--- src/hw/rtl/idrc_pkg.sv ---
`timescale 1ns / 1ps
// Package for the identifier-to-colour block: generator constants and the
// seed-word bundle passed from the seeding unit to the twist/temper unit.
// No dependencies.
package idrc_pkg;

    // Generator geometry
    localparam int MT_WORDS = 400;
    localparam int MT_SHIFT = 397;
    localparam int IDX_W    = $clog2(MT_WORDS);
    localparam int N_COLORS = 3;
    localparam int COLOR_W  = 8;
    localparam int WORD_W   = 32;

    // Seeding and twist constants
    localparam logic [WORD_W-1:0] MT_INIT_MUL = 32'd1812433253;
    localparam logic [WORD_W-1:0] MT_MATRIX   = 32'h9908b0df;
    localparam logic [WORD_W-1:0] MT_UPPER    = 32'h80000000;
    localparam logic [WORD_W-1:0] MT_LOWER    = 32'h7fffffff;

    // Tempering masks
    localparam logic [WORD_W-1:0] TEMPER_B = 32'h9d2c5680;
    localparam logic [WORD_W-1:0] TEMPER_C = 32'hefc60000;

    // Seed words needed for the first three outputs: 0..3 and 397..399
    typedef struct packed {
        logic [N_COLORS:0][WORD_W-1:0]   lo;
        logic [N_COLORS-1:0][WORD_W-1:0] hi;
    } t_seed_words;

    typedef logic [N_COLORS-1:0][COLOR_W-1:0] t_colors;

endpackage

--- src/hw/rtl/idrc_seed.sv ---
`timescale 1ns / 1ps
// Seeding unit: one shared 32x32 multiplier walks the MT19937 seed recurrence
// from word 1 to word 399, keeping words 0..3 and 397..399.
// Depends on idrc_pkg.
module idrc_seed (
    input  logic                              i_clk,
    input  logic                              i_rst_n,
    input  logic                              i_start,
    input  logic [idrc_pkg::WORD_W-1:0]       i_seed,
    output logic                              o_done,
    output idrc_pkg::t_seed_words             o_words
);

    localparam logic [idrc_pkg::IDX_W-1:0] LAST_IDX  = idrc_pkg::IDX_W'(idrc_pkg::MT_WORDS - 1);
    localparam logic [idrc_pkg::IDX_W-1:0] HI_FIRST  = idrc_pkg::IDX_W'(idrc_pkg::MT_SHIFT);
    localparam logic [idrc_pkg::IDX_W-1:0] LO_LIMIT  = idrc_pkg::IDX_W'(idrc_pkg::N_COLORS + 1);

    logic                          r_busy;
    logic                          r_done;
    logic [idrc_pkg::IDX_W-1:0]    r_idx;
    logic [idrc_pkg::WORD_W-1:0]   r_prev;
    idrc_pkg::t_seed_words         r_words;

    logic [idrc_pkg::WORD_W-1:0]   w_mix;
    logic [idrc_pkg::WORD_W-1:0]   n_word;
    logic [idrc_pkg::IDX_W-1:0]    w_hi_off;

    // One recurrence step: (p ^ p>>30) * K + i, modulo 2^32
    assign w_mix    = r_prev ^ (r_prev >> 30);
    assign n_word   = idrc_pkg::WORD_W'(w_mix * idrc_pkg::MT_INIT_MUL)
                    + idrc_pkg::WORD_W'(r_idx);
    assign w_hi_off = r_idx - HI_FIRST;

    // Step counter and done pulse
    always_ff @(posedge i_clk) begin
        if (!i_rst_n) begin
            r_busy <= 1'b0;
            r_done <= 1'b0;
            r_idx  <= '0;
        end else begin
            r_done <= 1'b0;
            if (i_start) begin
                r_busy <= 1'b1;
                r_idx  <= idrc_pkg::IDX_W'(1);
            end else if (r_busy) begin
                if (r_idx == LAST_IDX) begin
                    r_busy <= 1'b0;
                    r_done <= 1'b1;
                end else begin
                    r_idx <= r_idx + 1'b1;
                end
            end
        end
    end

    // Running word and the kept words
    always_ff @(posedge i_clk) begin
        if (i_start) begin
            r_prev       <= i_seed;
            r_words.lo[0] <= i_seed;
        end else if (r_busy) begin
            r_prev <= n_word;
            if (r_idx < LO_LIMIT) begin
                r_words.lo[r_idx[1:0]] <= n_word;
            end
            if (r_idx >= HI_FIRST) begin
                r_words.hi[w_hi_off[1:0]] <= n_word;
            end
        end
    end

    assign o_done  = r_done;
    assign o_words = r_words;

endmodule

--- src/hw/rtl/idrc_mix.sv ---
`timescale 1ns / 1ps
// Twist and temper unit: one shared twist/temper path produces the three
// colour bytes, one per cycle, from the kept seed words.
// Depends on idrc_pkg.
module idrc_mix (
    input  logic                   i_clk,
    input  logic                   i_rst_n,
    input  logic                   i_start,
    input  idrc_pkg::t_seed_words  i_words,
    output logic                   o_done,
    output idrc_pkg::t_colors      o_colors
);

    localparam logic [1:0] LAST_STEP = 2'(idrc_pkg::N_COLORS - 1);

    function automatic logic [idrc_pkg::WORD_W-1:0] temper(
        input logic [idrc_pkg::WORD_W-1:0] x
    );
        logic [idrc_pkg::WORD_W-1:0] y;
        begin
            y = x ^ (x >> 11);
            y = y ^ ((y << 7) & idrc_pkg::TEMPER_B);
            y = y ^ ((y << 15) & idrc_pkg::TEMPER_C);
            y = y ^ (y >> 18);
            return y;
        end
    endfunction

    logic                        r_busy;
    logic                        r_done;
    logic [1:0]                  r_step;
    idrc_pkg::t_seed_words       r_words;
    idrc_pkg::t_colors           r_colors;

    logic [idrc_pkg::WORD_W-1:0] w_y;
    logic [idrc_pkg::WORD_W-1:0] w_twist;
    logic [idrc_pkg::WORD_W-1:0] w_temp;

    // Twist on the words at the head of the shift line, then temper
    assign w_y     = (r_words.lo[0] & idrc_pkg::MT_UPPER) | (r_words.lo[1] & idrc_pkg::MT_LOWER);
    assign w_twist = r_words.hi[0] ^ (w_y >> 1) ^ (w_y[0] ? idrc_pkg::MT_MATRIX : '0);
    assign w_temp  = temper(w_twist);

    // Step counter and done pulse
    always_ff @(posedge i_clk) begin
        if (!i_rst_n) begin
            r_busy <= 1'b0;
            r_done <= 1'b0;
            r_step <= '0;
        end else begin
            r_done <= 1'b0;
            if (i_start) begin
                r_busy <= 1'b1;
                r_step <= '0;
            end else if (r_busy) begin
                if (r_step == LAST_STEP) begin
                    r_busy <= 1'b0;
                    r_done <= 1'b1;
                end else begin
                    r_step <= r_step + 1'b1;
                end
            end
        end
    end

    // Words shift down one place per step; bytes shift in from the top
    always_ff @(posedge i_clk) begin
        if (i_start) begin
            r_words <= i_words;
        end else if (r_busy) begin
            r_words.lo <= {idrc_pkg::WORD_W'(0), r_words.lo[idrc_pkg::N_COLORS:1]};
            r_words.hi <= {idrc_pkg::WORD_W'(0), r_words.hi[idrc_pkg::N_COLORS-1:1]};
            r_colors   <= {w_temp[idrc_pkg::COLOR_W-1:0],
                           r_colors[idrc_pkg::N_COLORS-1:1]};
        end
    end

    assign o_done   = r_done;
    assign o_colors = r_colors;

endmodule

--- src/hw/rtl/id_to_random_color.sv ---
`timescale 1ns / 1ps
// Top level of the identifier-to-colour block: sequencer, output register.
// Depends on idrc_pkg, idrc_seed and idrc_mix.
//
// Turns a signed 32-bit face identifier into a reproducible colour: a negative
// identifier gives black with o_is_background set; otherwise the identifier
// seeds MT19937 and the low bytes of its first three tempered outputs give red,
// green and blue. One item is handled at a time. A foreground item passes
// through 399 seed steps on the single 32x32 seeding multiplier, a hand-over
// of the kept words, three twist/temper steps, the exit from the mix state and
// the output load, which waits while the consumer stalls a held result; a
// background item goes straight to the output load. o_stall is high while
// an item is in progress and drops the cycle after its result is loaded, so
// a new item is accepted only after the last one's result has been loaded.
// The output register lets a result wait for the consumer while the next item
// is already accepted and worked on.
module id_to_random_color (
    input  logic        i_clk,
    input  logic        i_rst_n,
    input  logic        i_valid,
    output logic        o_stall,
    input  logic [31:0] i_face_id,
    output logic        o_valid,
    input  logic        i_stall,
    output logic [7:0]  o_red,
    output logic [7:0]  o_green,
    output logic [7:0]  o_blue,
    output logic        o_is_background
);

    typedef enum logic [3:0] {
        ST_IDLE = 4'b0001,
        ST_SEED = 4'b0010,
        ST_MIX  = 4'b0100,
        ST_HOLD = 4'b1000
    } t_state;

    t_state                r_state;
    t_state                n_state;
    logic                  r_bg;
    logic                  r_out_valid;
    logic [7:0]            r_red;
    logic [7:0]            r_green;
    logic [7:0]            r_blue;
    logic                  r_out_bg;

    logic                  w_accept;
    logic                  w_out_free;
    logic                  w_load;
    logic                  w_seed_start;
    logic                  w_seed_done;
    logic                  w_mix_done;
    idrc_pkg::t_seed_words w_words;
    idrc_pkg::t_colors     w_colors;

    // Handshake
    assign w_accept     = i_valid && (r_state == ST_IDLE);
    assign w_out_free   = !r_out_valid || !i_stall;
    assign w_load       = (r_state == ST_HOLD) && w_out_free;
    assign w_seed_start = w_accept && !i_face_id[31];

    // Seeding and twist/temper units
    idrc_seed u_seed (
        .i_clk   (i_clk),
        .i_rst_n (i_rst_n),
        .i_start (w_seed_start),
        .i_seed  (i_face_id),
        .o_done  (w_seed_done),
        .o_words (w_words)
    );

    idrc_mix u_mix (
        .i_clk    (i_clk),
        .i_rst_n  (i_rst_n),
        .i_start  (w_seed_done),
        .i_words  (w_words),
        .o_done   (w_mix_done),
        .o_colors (w_colors)
    );

    // Sequencer
    always_comb begin
        n_state = r_state;
        case (r_state)
            ST_IDLE: if (w_accept) n_state = i_face_id[31] ? ST_HOLD : ST_SEED;
            ST_SEED: if (w_seed_done) n_state = ST_MIX;
            ST_MIX:  if (w_mix_done) n_state = ST_HOLD;
            ST_HOLD: if (w_out_free) n_state = ST_IDLE;
            default: n_state = ST_IDLE;
        endcase
    end

    always_ff @(posedge i_clk) begin
        if (!i_rst_n) begin
            r_state     <= ST_IDLE;
            r_out_valid <= 1'b0;
        end else begin
            r_state <= n_state;
            if (w_load) begin
                r_out_valid <= 1'b1;
            end else if (!i_stall) begin
                r_out_valid <= 1'b0;
            end
        end
    end

    // Item flag and output register
    always_ff @(posedge i_clk) begin
        if (w_accept) begin
            r_bg <= i_face_id[31];
        end
        if (w_load) begin
            r_out_bg <= r_bg;
            r_red    <= r_bg ? 8'd0 : w_colors[0];
            r_green  <= r_bg ? 8'd0 : w_colors[1];
            r_blue   <= r_bg ? 8'd0 : w_colors[2];
        end
    end

    assign o_stall         = (r_state != ST_IDLE);
    assign o_valid         = r_out_valid;
    assign o_red           = r_red;
    assign o_green         = r_green;
    assign o_blue          = r_blue;
    assign o_is_background = r_out_bg;

`ifndef ASSERT_OFF
    // Seeding finishes only while the sequencer waits for it
    a_seed_done_in_seed: assert property (@(posedge i_clk) disable iff (!i_rst_n)
        w_seed_done |-> (r_state == ST_SEED))
        else $error("seed unit finished outside seeding state");

    // Twist/temper finishes only while the sequencer waits for it
    a_mix_done_in_mix: assert property (@(posedge i_clk) disable iff (!i_rst_n)
        w_mix_done |-> (r_state == ST_MIX))
        else $error("mix unit finished outside mix state");

    // A background result is black
    a_bg_black: assert property (@(posedge i_clk) disable iff (!i_rst_n)
        (o_valid && o_is_background) |-> (o_red == 8'd0 && o_green == 8'd0 && o_blue == 8'd0))
        else $error("background item with non-zero colour");

    // An accepted item leaves the idle state
    a_accept_busy: assert property (@(posedge i_clk) disable iff (!i_rst_n)
        w_accept |=> (r_state != ST_IDLE))
        else $error("sequencer stayed idle after accepting an item");
`endif

endmodule
--- config.mk ---
export PLATFORM = sky130hd
export DESIGN_NAME = id_to_random_color
export DESIGN_NICKNAME = d
export VERILOG_FILES = /design/src/hw/rtl/idrc_pkg.sv /design/src/hw/rtl/idrc_seed.sv /design/src/hw/rtl/idrc_mix.sv /design/src/hw/rtl/id_to_random_color.sv
export SDC_FILE = /design/constraint.sdc
export NUM_CORES = 1
export LEC_CHECK = 0
export CORE_ASPECT_RATIO = 0.6
export CORE_UTILIZATION = 60
export DETAILED_ROUTE_END_ITERATION = 16
export DONT_BUFFER_PORTS = 1
export PLACE_DENSITY = 0.87
export SLEW_MARGIN = 20
export SYNTH_ARGS = -nofsm -noshare
export SYNTH_HDL_FRONTEND = slang
export SYNTH_HIERARCHICAL = 1
export SYNTH_SLANG_ARGS = --single-unit
export TNS_END_PERCENT = 1
--- constraint.sdc ---
create_clock -name i_clk -period 7.91 [get_ports i_clk]
set_input_delay 0.3955 -clock i_clk [delete_from_list [all_inputs] [get_ports i_clk]]
set_output_delay 0.3955 -clock i_clk [all_outputs]
set_load 0.1 [all_outputs]
==> results by group <==
Clock network
  • Clock root buffer: clkbuf_16
  • CTS tree: yes
  • Clock Latency Late Sink: 0.56 ns
  • H-tree depth: 2
  • Clock-pin slew on the worst setup and hold paths: ~0.070 ns
  • Clock sinks: 440
  • Post-CTS sizing: 0
  • Clock buffer depth: 3
  • Postcts setup bufs: 0
  • Clock buffer count from CTS: 39

STA
  • Final setup viols: 0
  • Post-layout min period: approximately 7.4 ns
  • Pins Over Slew Limit: 0
  • Fin crit share: 93.8%
  • Final Hold Fails: 0
  • RSZ-0062 raised after global routing: false
  • Actual slew at the worst max-slew pin: 1.14 ns
  • Setup TNS: 0 ns
  • Worst clock skew: 0.0342 ns
  • Slew headroom: 23.2%
  • Peak Freq: 135 MHz
  • Fin Hold WS: between 0.02 and 0.025 ns

GRT
  • Vias in the first global route: 14413
  • First-pass GRT wire length: 85900 µm
  • GRT Util Overall: 27.2%
  • Initial antenna violation count: 5
  • GR Util met2: 38.3%
  • Largest net degree at the start of global routing: 83
  • Met1 Track Usage GR: 42.0%
  • M3 GR Usage: roughly 7.5%
  • Gr ovfl total: 0
  • GR peak layer: met1

Final layout
  • Share of layout cells above drive strength 1: 12.4%
  • Area grow syn2layout: 7.64%
  • Filler Cell Count: 2839
  • Finished Core Util: between 60% and 70%
  • Final net count: 2254
  • Layout Cells excl Fill: 2413

Synthesis
  • Synth warn: 6
  • Syn_nets: 2233
  • Post-Syn Area: 25400 µm²
  • Syn avg cell area: around 14 µm²
  • Synthesized netlist cell count: 1799

Floorplan
  • Die width: around 270 µm
  • Full die area: 43200 µm²
  • Cell row count: 57
  • Core Region: 41100 µm²
  • Initial Utilization: a little over 60%
  • Die outline height: between 150 and 200 µm
  • I/O pins: 63

Setup path
  • Critical-path maximum fanout: 10
  • Crit path largest cell delay: ~0.57 ns
  • R2R Path Start: u_seed/r_prev[31]
  • Crit start category: flip-flop
  • Slowest cell on the critical path: or4_4
  • Worst EP arrival: roughly 7.7 ns
  • Worst Setup Path Type: flip-flop to flip-flop
  • CP startpoint: u_seed/r_prev[31]
  • Cell Chain, Critical Path: xnor2_1 > inv_1 > xnor2_1 > buf_4 > ha_1 > or2_2 > ha_1 > inv_1 > fa_1 > inv_1 > ha_1 > fa_1 > fa_1 > fa_1 > inv_1 > fa_1 > inv_1 > ha_1 > nand3_1 > or4_4 > o311ai_2 > o22ai_2 > xnor2_2 > mux2_4
  • Critical path data required time: 8.20 ns
  • Crit path capture type: flip-flop

Route
  • Drt via density: 5.80
  • DRC errors left: 0
  • Vias: 13996
  • Final wirelength: 56400 µm
  • Initial drt markers: between 1500 and 2000
  • Final ANT Viol Nets: 0
  • Pre-Repair DR Iteration Count: 6
  • Post-DR wirelength/cell: between 20 and 25 µm

Min path
  • HP Class: primary input to flip-flop
  • Hold wc startpoint: i_rst_n

Place
  • Post-placement cell count: 2336
  • GPL Wtd Cong: approximately 0.95
  • PortBufs: 0
  • Post-DP HPWL: 40800 µm

Run status
  • Status: finished clean

Job
  • Max-cap check violation count: 0
==> metrics by stage <==
stage          instance area [µm²]  setup slack [ns]
3_5_place_dp                 26100             0.569
3_3_place_gp                 26100             0.860
4_1_cts                      27300             0.522
2_1_floorplan                25400              1.28
6_report                     27400             0.490
5_1_grt                      27400             0.207
==> layer usage <==
metal | wire, µm | vias up
met2 | 23500 | 701
met4 | 951 | 2
met5 | 52 | -
met1 | 25600 | 6964
li1 | - | 6262
met3 | 6240 | 67
==> registers in the layout, summed over array words and instances, names as in the netlist <==
signal,flops
u_mix/r_words,169
u_seed/o_words,169
u_seed/r_prev,32
u_mix/o_colors,24
u_seed/r_idx,9
o_blue,8
o_green,8
o_red,8
r_state,4
u_mix/r_step,2
o_is_background,1
o_valid,1
r_bg,1
u_mix/o_done,1
u_mix/r_busy,1
u_seed/o_done,1
u_seed/r_busy,1
==> final timing paths <==
check	endpoint	slack, ns	cells after the start
setup / recovery	u_seed/r_prev[28]	0.49	24
hold reg to reg	u_mix/o_colors[15]	0.45	0
setup reg to reg	u_seed/r_prev[28]	0.49	24
hold / removal	r_state[1]	0.02	2
==> layout make-up <==
| class | instances | area, µm² | share of cell area [%] |
|---|---|---|---|
| Clock buffer | 53 | 1070 | 3.91 |
| Inverter | 287 | 1080 | 3.94 |
| Sequential cell | 440 | 13000 | 47.6 |
| Antenna cell | 3 | 7.51 | 0.0274 |
| Timing Repair Buffer | 20 | 158 | 0.576 |
| Tap cell | 560 | 701 | 2.56 |
| Clock inverter | 18 | 171 | 0.626 |
| Multi-Input combinational cell | 1032 | 11200 | 40.8 |
==> layout by cell type, fill, tap and decap left out, types with 6 or more instances in the layout <==
cell type  instances
nand3_1           10
and2_1            66
inv_1            286
xnor3_1            9
edfxtp_1         420
mux2_2           120
o21ai_0           33
nand4_1            6
xnor2_1           71
nor2_1            37
nor2b_1           30
a21o_1             8
clkbuf_16         40
nand2b_1           6
fa_1             152
ha_1             246
dfxtp_1           19
xor2_1            22
and3_1             9
nand2_1           56
a211o_1            6
a21oi_1           31
clkbuf_1          11
nor3_1             7
o21a_1             8
buf_4             17
o211ai_1           6
==> critical path: cells and delay by family, from the launching register on <==
family / cells / cell delay, ns
DFF: 1 / 0.44
AOI/OAI and AO/OA: 2 / 0.69
buffers and inverters: 6 / 0.50
adders and majority gates: 9 / 3.46
muxes: 1 / 0.26
and+or+nand+nor: 3 / 1.00
xor gates and xnor gates: 3 / 0.76
==> what timing repair did <==
| action | in CTS | in global routing |
|---|---|---|
| setup endpoints to repair | 0 | 0 |
| hold buffers | 3 | 0 |
| hold endpoints to repair | 7 | 0 |
Power is not shown: default switching activity piles up to over one toggle a cycle in this logic, so the estimate is an artifact.
